$ cat src/ppc_pkg.sv
// Shared types and constants for the point-in-polygon crossing test.
// No dependencies; used by ppc_divider and point_in_polygon_crossing.
package ppc_pkg;

  // Vertex counter saturates at three (a polygon needs at least three vertices)
  localparam int unsigned SEEN_WIDTH = 2;
  localparam logic [SEEN_WIDTH-1:0] SEEN_SAT = 2'd3;
  localparam logic [SEEN_WIDTH-1:0] SEEN_MIN_POLY = 2'd2;

  // Control from the sequencer to the serial divider
  typedef struct packed {
    logic start;
  } ppc_div_ctrl_t;

  // Status from the serial divider back to the sequencer
  typedef struct packed {
    logic done;
  } ppc_div_stat_t;

endpackage

$ cat src/point_in_polygon_crossing.sv
// Point-in-polygon crossing test, top level with the edge sequencer.
// Depends on ppc_pkg and ppc_divider.
//
// Vertices of a polygon arrive one item at a time; the test point is taken
// from the first vertex. Each item is worked on alone and in_ready is low
// until it is finished. The first vertex of a polygon tests no edge. Every
// further vertex tests one edge, and the last vertex tests a second (closing)
// edge. An edge whose ends are on the same side of the point's y, or both
// left or both right of the point's x, is settled without the divider; an
// edge that needs its x intercept goes through the serial divider that
// produces one quotient bit of the 2*COORD_WIDTH+2 bit
// product per cycle. One multiply feeds that divider once per edge. A result
// is given on every last vertex; it sits in an output register, and the
// block accepts new items while it waits to be taken. A further last vertex
// holds the block in its final step until that register is free.
module point_in_polygon_crossing #(
  parameter int COORD_WIDTH = 16
) (
  input  logic                          clk,
  input  logic                          rst,
  input  logic                          in_valid,
  output logic                          in_ready,
  input  logic signed [COORD_WIDTH-1:0] point_x,
  input  logic signed [COORD_WIDTH-1:0] point_y,
  input  logic signed [COORD_WIDTH-1:0] vertex_x,
  input  logic signed [COORD_WIDTH-1:0] vertex_y,
  input  logic                          last_vertex,
  output logic                          out_valid,
  input  logic                          out_ready,
  output logic                          inside_res,
  output logic                          too_few
);

  localparam int DW = COORD_WIDTH + 1;      // difference width
  localparam int PW = 2 * DW;               // product width

  // Sequencer states
  localparam logic [2:0] S_IDLE = 3'd0;
  localparam logic [2:0] S_EDGE = 3'd1;
  localparam logic [2:0] S_MUL  = 3'd2;
  localparam logic [2:0] S_DIV  = 3'd3;
  localparam logic [2:0] S_CMP  = 3'd4;
  localparam logic [2:0] S_NEXT = 3'd5;
  localparam logic [2:0] S_WRAP = 3'd6;

  logic [2:0] state;

  // Polygon state
  logic signed [COORD_WIDTH-1:0] held_point_x, held_point_y;
  logic signed [COORD_WIDTH-1:0] first_vx, first_vy;
  logic signed [COORD_WIDTH-1:0] prev_vx, prev_vy;
  logic signed [COORD_WIDTH-1:0] cur_vx, cur_vy;
  logic                          last_r;
  logic                          closing;
  logic [ppc_pkg::SEEN_WIDTH-1:0] seen_count;
  logic                          parity;

  // Edge operands
  logic signed [COORD_WIDTH-1:0] x0, y0, x1, y1;
  logic                          yf0, yf1, xf0, xf1;
  logic signed [DW-1:0]          a_diff, b_diff, d_diff, r_diff;
  logic [DW-1:0]                 a_mag, b_mag, d_mag;
  logic signed [DW-1:0]          r_val;
  logic                          neg;

  // Intercept datapath
  logic [PW-1:0]                 mul_res;
  logic [PW-1:0]                 quotient;
  logic signed [PW:0]            q_signed;
  logic signed [PW:0]            r_ext;
  logic                          cross_hit;
  ppc_pkg::ppc_div_ctrl_t        div_ctrl;
  ppc_pkg::ppc_div_stat_t        div_stat;

  assign in_ready = (state == S_IDLE);

  // Edge ends: (prev -> cur) or the closing (cur -> first)
  assign x0 = closing ? cur_vx   : prev_vx;
  assign y0 = closing ? cur_vy   : prev_vy;
  assign x1 = closing ? first_vx : cur_vx;
  assign y1 = closing ? first_vy : cur_vy;

  assign yf0 = y0 >= held_point_y;
  assign yf1 = y1 >= held_point_y;
  assign xf0 = x0 >= held_point_x;
  assign xf1 = x1 >= held_point_x;

  // Differences at one extra bit so nothing wraps
  assign a_diff = DW'(y1) - DW'(held_point_y);
  assign b_diff = DW'(x0) - DW'(x1);
  assign d_diff = DW'(y0) - DW'(y1);
  assign r_diff = DW'(x1) - DW'(held_point_x);

  // Product of magnitudes, registered inside the divider
  assign mul_res = PW'(a_mag) * PW'(b_mag);

  // Signed quotient against x1 - px
  assign q_signed  = neg ? -$signed({1'b0, quotient}) : $signed({1'b0, quotient});
  assign r_ext     = (PW+1)'(r_val);
  assign cross_hit = r_ext >= q_signed;

  assign div_ctrl.start = (state == S_MUL);

  ppc_divider #(
    .NUM_WIDTH(PW),
    .DEN_WIDTH(DW)
  ) u_div (
    .clk      (clk),
    .rst      (rst),
    .ctrl     (div_ctrl),
    .dividend (mul_res),
    .divisor  (d_mag),
    .stat     (div_stat),
    .quotient (quotient)
  );

  // Sequencer and control state
  always_ff @(posedge clk) begin
    if (rst) begin
      state      <= S_IDLE;
      seen_count <= '0;
      parity     <= 1'b0;
      out_valid  <= 1'b0;
      closing    <= 1'b0;
    end else begin
      // a result taken now is replaced below when a new one is loaded
      if (out_valid && out_ready && !(state == S_WRAP && last_r)) begin
        out_valid <= 1'b0;
      end
      case (state)
        S_IDLE: begin
          if (in_valid) begin
            closing <= 1'b0;
            if (seen_count == '0) begin
              parity <= 1'b0;
              state  <= S_WRAP;
            end else begin
              state <= S_EDGE;
            end
          end
        end
        S_EDGE: begin
          if (yf0 == yf1) begin
            state <= S_NEXT;
          end else if (xf0 == xf1) begin
            parity <= parity ^ xf0;
            state  <= S_NEXT;
          end else begin
            state <= S_MUL;
          end
        end
        S_MUL: begin
          state <= S_DIV;
        end
        S_DIV: begin
          if (div_stat.done) begin
            state <= S_CMP;
          end
        end
        S_CMP: begin
          parity <= parity ^ cross_hit;
          state  <= S_NEXT;
        end
        S_NEXT: begin
          if (!closing && last_r) begin
            closing <= 1'b1;
            state   <= S_EDGE;
          end else begin
            state <= S_WRAP;
          end
        end
        S_WRAP: begin
          if (last_r) begin
            // result waits for a free output register
            if (!out_valid || out_ready) begin
              out_valid  <= 1'b1;
              seen_count <= '0;
              parity     <= 1'b0;
              state      <= S_IDLE;
            end
          end else begin
            if (seen_count != ppc_pkg::SEEN_SAT) begin
              seen_count <= seen_count + 1'b1;
            end
            state <= S_IDLE;
          end
        end
        default: begin
          state <= S_IDLE;
        end
      endcase
    end
  end

  // Payload registers
  always_ff @(posedge clk) begin
    if (state == S_IDLE && in_valid) begin
      cur_vx <= vertex_x;
      cur_vy <= vertex_y;
      last_r <= last_vertex;
      if (seen_count == '0) begin
        held_point_x <= point_x;
        held_point_y <= point_y;
        first_vx     <= vertex_x;
        first_vy     <= vertex_y;
      end
    end
    if (state == S_EDGE) begin
      a_mag <= a_diff[DW-1] ? DW'(-a_diff) : DW'(a_diff);
      b_mag <= b_diff[DW-1] ? DW'(-b_diff) : DW'(b_diff);
      d_mag <= d_diff[DW-1] ? DW'(-d_diff) : DW'(d_diff);
      r_val <= r_diff;
      neg   <= a_diff[DW-1] ^ b_diff[DW-1] ^ d_diff[DW-1];
    end
    if (state == S_WRAP) begin
      prev_vx <= cur_vx;
      prev_vy <= cur_vy;
      if (last_r && (!out_valid || out_ready)) begin
        // fewer than three vertices when the count before this one is below two
        if (seen_count < ppc_pkg::SEEN_MIN_POLY) begin
          inside_res <= 1'b0;
          too_few    <= 1'b1;
        end else begin
          inside_res <= parity;
          too_few    <= 1'b0;
        end
      end
    end
  end

endmodule

$ cat src/ppc_divider.sv
// Unsigned restoring divider, one quotient bit per cycle.
// Depends on ppc_pkg (control and status structs).
module ppc_divider #(
  parameter int NUM_WIDTH = 34,
  parameter int DEN_WIDTH = 17
) (
  input  logic                     clk,
  input  logic                     rst,
  input  ppc_pkg::ppc_div_ctrl_t   ctrl,
  input  logic [NUM_WIDTH-1:0]     dividend,
  input  logic [DEN_WIDTH-1:0]     divisor,
  output ppc_pkg::ppc_div_stat_t   stat,
  output logic [NUM_WIDTH-1:0]     quotient
);

  localparam int CNT_WIDTH = $clog2(NUM_WIDTH + 1);

  logic [NUM_WIDTH-1:0] quo;
  logic [DEN_WIDTH-1:0] rem;
  logic [DEN_WIDTH-1:0] den;
  logic [CNT_WIDTH-1:0] count;
  logic                 busy;
  logic                 done;

  logic [DEN_WIDTH:0]   shifted;
  logic [DEN_WIDTH:0]   diff;
  logic                 fits;
  logic [DEN_WIDTH-1:0] rem_next;

  // One trial subtraction per cycle
  assign shifted  = {rem, quo[NUM_WIDTH-1]};
  assign fits     = shifted >= {1'b0, den};
  assign diff     = shifted - {1'b0, den};
  assign rem_next = fits ? diff[DEN_WIDTH-1:0] : shifted[DEN_WIDTH-1:0];

  // Control: busy while bits remain, done pulses after the last bit
  always_ff @(posedge clk) begin
    if (rst) begin
      busy  <= 1'b0;
      done  <= 1'b0;
      count <= '0;
    end else begin
      done <= 1'b0;
      if (ctrl.start) begin
        busy  <= 1'b1;
        count <= CNT_WIDTH'(NUM_WIDTH);
      end else if (busy) begin
        count <= count - 1'b1;
        if (count == CNT_WIDTH'(1)) begin
          busy <= 1'b0;
          done <= 1'b1;
        end
      end
    end
  end

  // Datapath: dividend shifts out the top, quotient bits shift in the bottom
  always_ff @(posedge clk) begin
    if (ctrl.start) begin
      quo <= dividend;
      rem <= '0;
      den <= divisor;
    end else if (busy) begin
      quo <= {quo[NUM_WIDTH-2:0], fits};
      rem <= rem_next;
    end
  end

  assign stat.done = done;
  assign quotient  = quo;

endmodule

$ cat config.mk
export PLATFORM = sky130hd
export DESIGN_NAME = point_in_polygon_crossing
export DESIGN_NICKNAME = d
export VERILOG_FILES = /design/src/ppc_pkg.sv /design/src/point_in_polygon_crossing.sv /design/src/ppc_divider.sv
export SDC_FILE = /design/constraint.sdc
export NUM_CORES = 1
export LEC_CHECK = 0
export ABC_AREA = 1
export ABC_CLOCK_PERIOD_IN_PS = 7300
export BUFFER_PORTS_ARGS = -buffer_cell sky130_fd_sc_hd__buf_2
export CAP_MARGIN = 40
export CORE_MARGIN = 3
export CORE_UTILIZATION = 45
export CTS_CLUSTER_SIZE = 16
export DETAILED_ROUTE_END_ITERATION = 7
export GPL_TIMING_DRIVEN = 0
export PLACE_DENSITY = 0.72
export RECOVER_POWER = 100
export SLEW_MARGIN = 40
export SYNTH_ARGS = -nofsm -noshare
export SYNTH_HDL_FRONTEND = slang
export SYNTH_SLANG_ARGS = --single-unit
$ cat constraint.sdc
create_clock -name clk -period 7.3 [get_ports clk]
set_input_delay 1.46 -clock clk [delete_from_list [all_inputs] [get_ports clk]]
set_output_delay 1.46 -clock clk [all_outputs]
set_load 0.01 [all_outputs]
==> impl_metrics.env, run 1 <==
export IMPL_status="complete, but fails checks"
export IMPL_violations="max-capacitance violations, max-slew violations"
export IMPL_cts_setup_buffers=0
export IMPL_dp_hpwl_um=56030
export IMPL_clk_insertion_delay_late_ns=0.56
export IMPL_fin_crit_sh=0.9575
export IMPL_num_rows=91
export IMPL_via_per_inst=5.032
export IMPL_synth_edff_count=251
export IMPL_end_kind="register"
export IMPL_synth_area_um2=28480
export IMPL_clk_pin_slew_ns=0.06
export IMPL_synth_seq_cells=284
export IMPL_synth_top_area_share=0.2647
export IMPL_hold_path_startpoint="d_mag[6]"
export IMPL_wirelength_um=68130
export IMPL_drc_errors=0
export IMPL_io_buffers=72
export IMPL_routedWlPerCell_um=15.25
export IMPL_num_io_pins=73
export IMPL_maxSlewViolCount=112
export IMPL_reg2reg_depth=22
export IMPL_synth_compound_area_frac=0.07496
export IMPL_grt_overflow=0
export IMPL_grtUsageTotal=0.2063
export IMPL_ys_async_sr_fraction=0
export IMPL_yosysTopAreaCell="edfxtp_1"
export IMPL_grt_max_degree=40
export IMPL_required_ns=7.58
export IMPL_drt_iter0_markers=1715
export IMPL_drive_gt1_frac=0.05314
export IMPL_yosys_warnings=0
export IMPL_yosys_top_cells_area="edfxtp_1 26%, fa_1 16%, nand2_1 12%"
export IMPL_drv_cap=3
export IMPL_synth_ff_type="edfxtp_1"
export IMPL_finalSetupViolCount=0
export IMPL_hold_end="u_div.den[6]"
export IMPL_hp_class="reg2reg"
export IMPL_final_common_cell="nand2_1"
export IMPL_drtAntennaViolNets=0
export IMPL_finalHoldViolations=0
export IMPL_holdBufCountCts=0
export IMPL_synthSimpleGateAreaFrac=0.1997
export IMPL_synth_fa_ha_area_frac=0.2774
export IMPL_skew_ns=0.008049
export IMPL_clock_sinks=284
export IMPL_die_w_um=257.6
export IMPL_yosysSeqAreaShare=0.2879
export IMPL_ys_types=57
export IMPL_hold_depth=0
export IMPL_grt_pass1_vias=22076
export IMPL_grt_pass1_wl_um=112400
export IMPL_cts_tree="done"
export IMPL_rr_startpoint="b_mag[9]"
export IMPL_max_slew_worst_pin_slew_ns=1.733
export IMPL_critical_path_class="reg2reg"
export IMPL_numCtsBuffers=28
export IMPL_synthMuxAreaShare=0.0007030
export IMPL_clock_path_buffers=3
export IMPL_fmax_ghz=0.1431
export IMPL_r2r_end="u_div.quotient[29]"
export IMPL_h_tree_depth=1
export IMPL_dr_total_vias=22489
export IMPL_place_congestion=0.9539
export IMPL_synth_fp_nets=4066
export IMPL_drt_pre_antenna_iters=6
export IMPL_cp_arrival_ns=7.27
export IMPL_grt_setup_unrepaired="no"
export IMPL_fin_nets=4176
export IMPL_antenna_found_initial=0
export IMPL_min_period_ns=6.990
export IMPL_post_cts_resized=0
export IMPL_synth_top_family_by_area="adder cells"
export IMPL_synth_area_per_cell_um2=8.129
export IMPL_setup_tns_ns=0
export IMPL_dieArea_um2=66330
export IMPL_n_antenna_cell=0
export IMPL_slew_headroom=-0.1550
export IMPL_postSynthCellCount=3503
export IMPL_fp_coreArea_um2=62170
export IMPL_clock_root_buffer="clkbuf_16"
export IMPL_crit_fanout=10
export IMPL_critPathLaunchType="register"
export IMPL_die_h_um=257.6
export IMPL_start_util=0.4581
export IMPL_synth_xor_area_frac=0.04772
export IMPL_final_cell_mix="923 x nand2_1, 733 x inv_1, 265 x ha_1"
export IMPL_areaGrowthSynthToFinish_pct=7.891
export IMPL_r2r_setup_slack_ns=0.31
-- area by class of cell --
cell class / instances / area (um^2)
Tap cell: 837 / 1047
Timing Repair Buffer: 81 / 367.9
Multi-Input combinational cell: 2377 / 17060
Buffer: 101 / 396.6
Clock inverter: 14 / 116.4
Sequential cell: 284 / 8198
Fill cell: 6155 / 31440
Inverter: 740 / 2779
Clock buffer: 35 / 758.2
-- critical path: stages (launching register included) --
cell and delay [ns]:
edfxtp_1 0.72, clkbuf_1 0.62, nand2_1 0.16, fa_1 0.54
inv_1 0.05, fa_1 0.50, inv_1 0.05, fa_1 0.47
inv_1 0.05, fa_1 0.54, fa_1 0.56, inv_1 0.06
fa_1 0.59, inv_1 0.06, ha_1 0.38, nand2_1 0.14
inv_1 0.05, a21oi_1 0.28, o21ai_0 0.15, a221oi_1 0.40
nand3b_1 0.13, nand3_1 0.11, o21ai_0 0.09
-- worst max-delay path by stage --
| stage | startpoint | to | slack (ns) | cells past startpoint |
|---|---|---|---|---|
| 2_1_floorplan | a_mag[7] | u_div.quotient[29] | 1.46 | 20 |
| 3_3_place_gp | a_mag[1] | u_div.quotient[27] | 0.19 | 21 |
| 3_5_place_dp | b_mag[9] | u_div.quotient[29] | 0.22 | 23 |
| 4_1_cts | a_mag[1] | u_div.quotient[27] | 0.19 | 21 |
| 5_1_grt | b_mag[9] | u_div.quotient[29] | 0.002 | 22 |
| 6_report | b_mag[9] | u_div.quotient[29] | 0.31 | 22 |
-- through the flow --
step	hold slack [ns]	util	instances	instance area, um^2	setup WS (ns)
4_1_cts	0.4199	0.4972	4470	30910	0.1922
3_5_place_dp	0.4045	0.4831	4421	30030	0.2193
6_report	0.4182	0.4942	4469	30720	0.3102
3_3_place_gp	0.4008	0.4807	4412	29880	0.1887
2_1_floorplan	0.4003	-	3503	28480	1.465
5_1_grt	0.4302	0.4942	4469	30720	0.002418
-- synthesized netlist by cell type (2+ instances only) --
| master | instances |
|---|---|
| o21ai_1 | 8 |
| nor4_1 | 4 |
| nor2_1 | 184 |
| a31oi_1 | 15 |
| a21oi_1 | 143 |
| xnor2_2 | 4 |
| a21o_1 | 20 |
| o21ai_0 | 125 |
| clkinv_1 | 2 |
| nand3_1 | 95 |
| a211oi_1 | 3 |
| a21boi_0 | 4 |
| o21bai_1 | 4 |
| clkbuf_1 | 94 |
| dfxtp_1 | 33 |
| xor2_2 | 3 |
| nor2_2 | 5 |
| edfxtp_1 | 251 |
| buf_2 | 5 |
| or2_2 | 40 |
| fa_1 | 229 |
| nor3_4 | 2 |
| nor3_1 | 31 |
| nand3b_1 | 13 |
| o41ai_1 | 2 |
| nand4_1 | 39 |
| nand3_2 | 5 |
| inv_2 | 7 |
| a21oi_2 | 5 |
| o31ai_1 | 6 |
| o21a_1 | 6 |
| xnor2_1 | 52 |
| o21ai_2 | 2 |
| xor2_1 | 87 |
| ha_1 | 265 |
| inv_1 | 731 |
| nor3_2 | 6 |
| nand2_2 | 12 |
| mux2i_1 | 2 |
| o211ai_1 | 18 |
| a221oi_1 | 6 |
| nand2_1 | 920 |
-- sequential cells by signal (all words and copies together) (netlist names), 16 cells and up --
name and flops:
prev_vy 16, b_mag 17, u_div.rem 17, first_vx 16
a_mag 17, first_vy 16, d_mag 17, u_div.quotient 34
prev_vx 16, cur_vy 16, held_point_y 16, held_point_x 16
u_div.den 17, r_val 17, cur_vx 16
-- cells by family (layout without fill, tap and decap cells) --
family	after synthesis	in the layout
AO/OA/AOI/OAI	372	372
XOR/XNOR	147	147
adder cells (fa/ha/maj)	494	494
buffers and inverters	842	971
flip-flops	284	284
multiplexers	2	2
AND/OR/NAND/NOR	1362	1362
-- routing by layer --
metal / global-route usage / vias to the layer above / part of all wire
met2: 0.3496 / 657 / 0.47
met3: 0.01942 / 105 / 0.060
li1: - / 11163 / -
met5: 0 / - / 0
met4: 0.05684 / 0 / 0.027
met1: 0.2835 / 10564 / 0.44
Power of run 1 is left out: the tool's default activity adds up to more than one toggle a clock period on the data nets, which glitch-free logic cannot reach.
==> inputs of run 2 (changes only) <==
--- a/config.mk
+++ b/config.mk
@@ -10,11 +10,11 @@
 export BUFFER_PORTS_ARGS = -buffer_cell sky130_fd_sc_hd__buf_2
 export CAP_MARGIN = 40
 export CORE_MARGIN = 3
-export CORE_UTILIZATION = 45
+export CORE_UTILIZATION = 51
 export CTS_CLUSTER_SIZE = 16
 export DETAILED_ROUTE_END_ITERATION = 7
 export GPL_TIMING_DRIVEN = 0
-export PLACE_DENSITY = 0.72
+export PLACE_DENSITY = 0.78
 export RECOVER_POWER = 100
 export SLEW_MARGIN = 40
 export SYNTH_ARGS = -nofsm -noshare
==> run 2 against run 1 <==
Die area fell by 11%. Sequential share of layout area barely moved. Critical path depth rose by 1. Fmax barely moved. Wire length fell by 0.72%. Critical path type unchanged. Clock skew rose by 0.012 ns. Non-clock buffer count did not move. Cell count fell by 2.1%. Register-to-register slack barely moved. Largest cell class unchanged. First-iteration DRC count rose by 0.93%. The flow still finishes with violations (max-capacitance violations, max-slew violations). Via count rose by 1.4%.
==> impl_metrics.env, run 2 (synthesis results as in run 1) <==
export IMPL_cp_arrival_ns=7.28
export IMPL_fmax_ghz=0.1431
export IMPL_final_cell_mix="924 x nand2_1, 733 x inv_1, 265 x ha_1"
export IMPL_drtAntennaViolNets=0
export IMPL_drc_errors=0
export IMPL_grt_pass1_vias=22265
export IMPL_grt_pass1_wl_um=111200
export IMPL_clk_pin_slew_ns=0.06
export IMPL_drv_cap=3
export IMPL_routedWlPerCell_um=15.46
export IMPL_fin_cells=4376
export IMPL_die_w_um=242.3
export IMPL_setup_tns_ns=0
export IMPL_multi_input_area_um2=17060
export IMPL_max_slew_worst_pin_slew_ns=1.796
export IMPL_h_tree_depth=1
export IMPL_end_kind="register"
export IMPL_grt_max_degree=39
export IMPL_clock_sinks=284
export IMPL_critPathLaunchType="register"
export IMPL_grt_overflow=0
export IMPL_fin_crit_sh=0.9571
export IMPL_required_ns=7.59
export IMPL_critical_path_class="reg2reg"
export IMPL_fin_nets=4177
export IMPL_final_common_cell="nand2_1"
export IMPL_finalSetupViolCount=0
export IMPL_largest_reg_flops=34
export IMPL_register_area_um2=8198
export IMPL_place_inst=4323
export IMPL_num_io_pins=73
export IMPL_hp_class="reg2reg"
export IMPL_hold_path_startpoint="d_mag[10]"
export IMPL_wirelength_um=67640
export IMPL_dieArea_um2=58710
export IMPL_grtUsageTotal=0.2292
export IMPL_drt_pre_antenna_iters=6
export IMPL_clk_insertion_delay_late_ns=0.58
export IMPL_holdBufCountCts=0
export IMPL_status="complete, but fails checks"
export IMPL_clock_path_buffers=3
export IMPL_fillers=4974
export IMPL_cp_startpoint="b_mag[9]"
export IMPL_finalHoldViolations=0
export IMPL_io_buffers=72
export IMPL_num_rows=85
export IMPL_skew_ns=0.02010
export IMPL_dr_total_vias=22803
export IMPL_violations="max-capacitance violations, max-slew violations"
export IMPL_numCtsBuffers=29
export IMPL_min_period_ns=6.987
export IMPL_cts_setup_buffers=0
export IMPL_grt_setup_unrepaired="no"
export IMPL_fp_coreArea_um2=54560
export IMPL_via_per_inst=5.211
export IMPL_crit_fanout=10
export IMPL_cts_tree="done"
export IMPL_drt_iter0_markers=1731
export IMPL_maxSlewViolCount=73
export IMPL_antenna_found_initial=0
export IMPL_place_congestion=0.9649
export IMPL_drive_gt1_frac=0.05582
export IMPL_slew_headroom=-0.1972
export IMPL_die_h_um=242.3
export IMPL_start_util=0.5219
export IMPL_clock_root_buffer="clkbuf_16"
export IMPL_n_antenna_cell=0
export IMPL_rr_startpoint="b_mag[9]"
export IMPL_areaGrowthSynthToFinish_pct=7.878
export IMPL_dp_hpwl_um=55370
run 2: path summary, 6_finish.rpt:
kind                             end  slack, ns  depth (start not counted)
setup / recovery  u_div.quotient[29]       0.31                         23
hold / removal         u_div.den[10]       0.41                          0
setup reg to reg  u_div.quotient[29]       0.31                         23
hold reg to reg        u_div.den[10]       0.41                          0
run 2: stage by stage:
| stage | hold slack (ns) | setup WS [ns] | instance area, um^2 | utilization |
|---|---|---|---|---|
| 2_1_floorplan | 0.4003 | 1.465 | 28480 | - |
| 4_1_cts | 0.4143 | 0.2104 | 30920 | 0.5667 |
| 3_5_place_dp | 0.4045 | 0.2292 | 29940 | 0.5487 |
| 6_report | 0.4143 | 0.3133 | 30720 | 0.5631 |
| 5_1_grt | 0.4259 | 0.03570 | 30720 | 0.5631 |
| 3_3_place_gp | 0.4008 | 0.2242 | 29760 | 0.5455 |
run 2: critical path: stages (launching register included):
cell	delay, ns
edfxtp_1	0.31
clkbuf_1	0.58
clkbuf_1	0.52
nand2_1	0.15
fa_1	0.53
inv_1	0.05
fa_1	0.50
inv_1	0.05
fa_1	0.47
inv_1	0.06
fa_1	0.52
fa_1	0.54
inv_1	0.06
fa_1	0.57
inv_1	0.06
ha_1	0.38
nand2_1	0.14
inv_1	0.05
a21oi_1	0.26
o21ai_0	0.17
a221oi_1	0.35
nand3b_1	0.12
nand3_1	0.12
o21ai_0	0.12
run 2: metal layers:
layer / share of wire / GRT usage
met1: 0.43 / 0.3092
met2: 0.47 / 0.3908
met3: 0.065 / 0.02479
met4: 0.031 / 0.06842
met5: 0 / 0
run 2: cell type report:
class / count / share of cell area
inverter: 740 / 0.09046
multi-input combinational: 2377 / 0.5554
tap: 739 / 0.03010
clock buffer: 37 / 0.02460
buffer: 101 / 0.01303
clock inverter: 17 / 0.007372
timing repair buffer: 81 / 0.01214
sequential: 284 / 0.2669
run 2: repair_timing:
| item | in CTS | in global routing |
|---|---|---|
| endpoints found under the setup margin | 0 | 5 |
| endpoints found under the hold margin | 0 | 0 |
| gates resized for setup | 0 | 24 |
Power of run 2 is left out for the same reason.
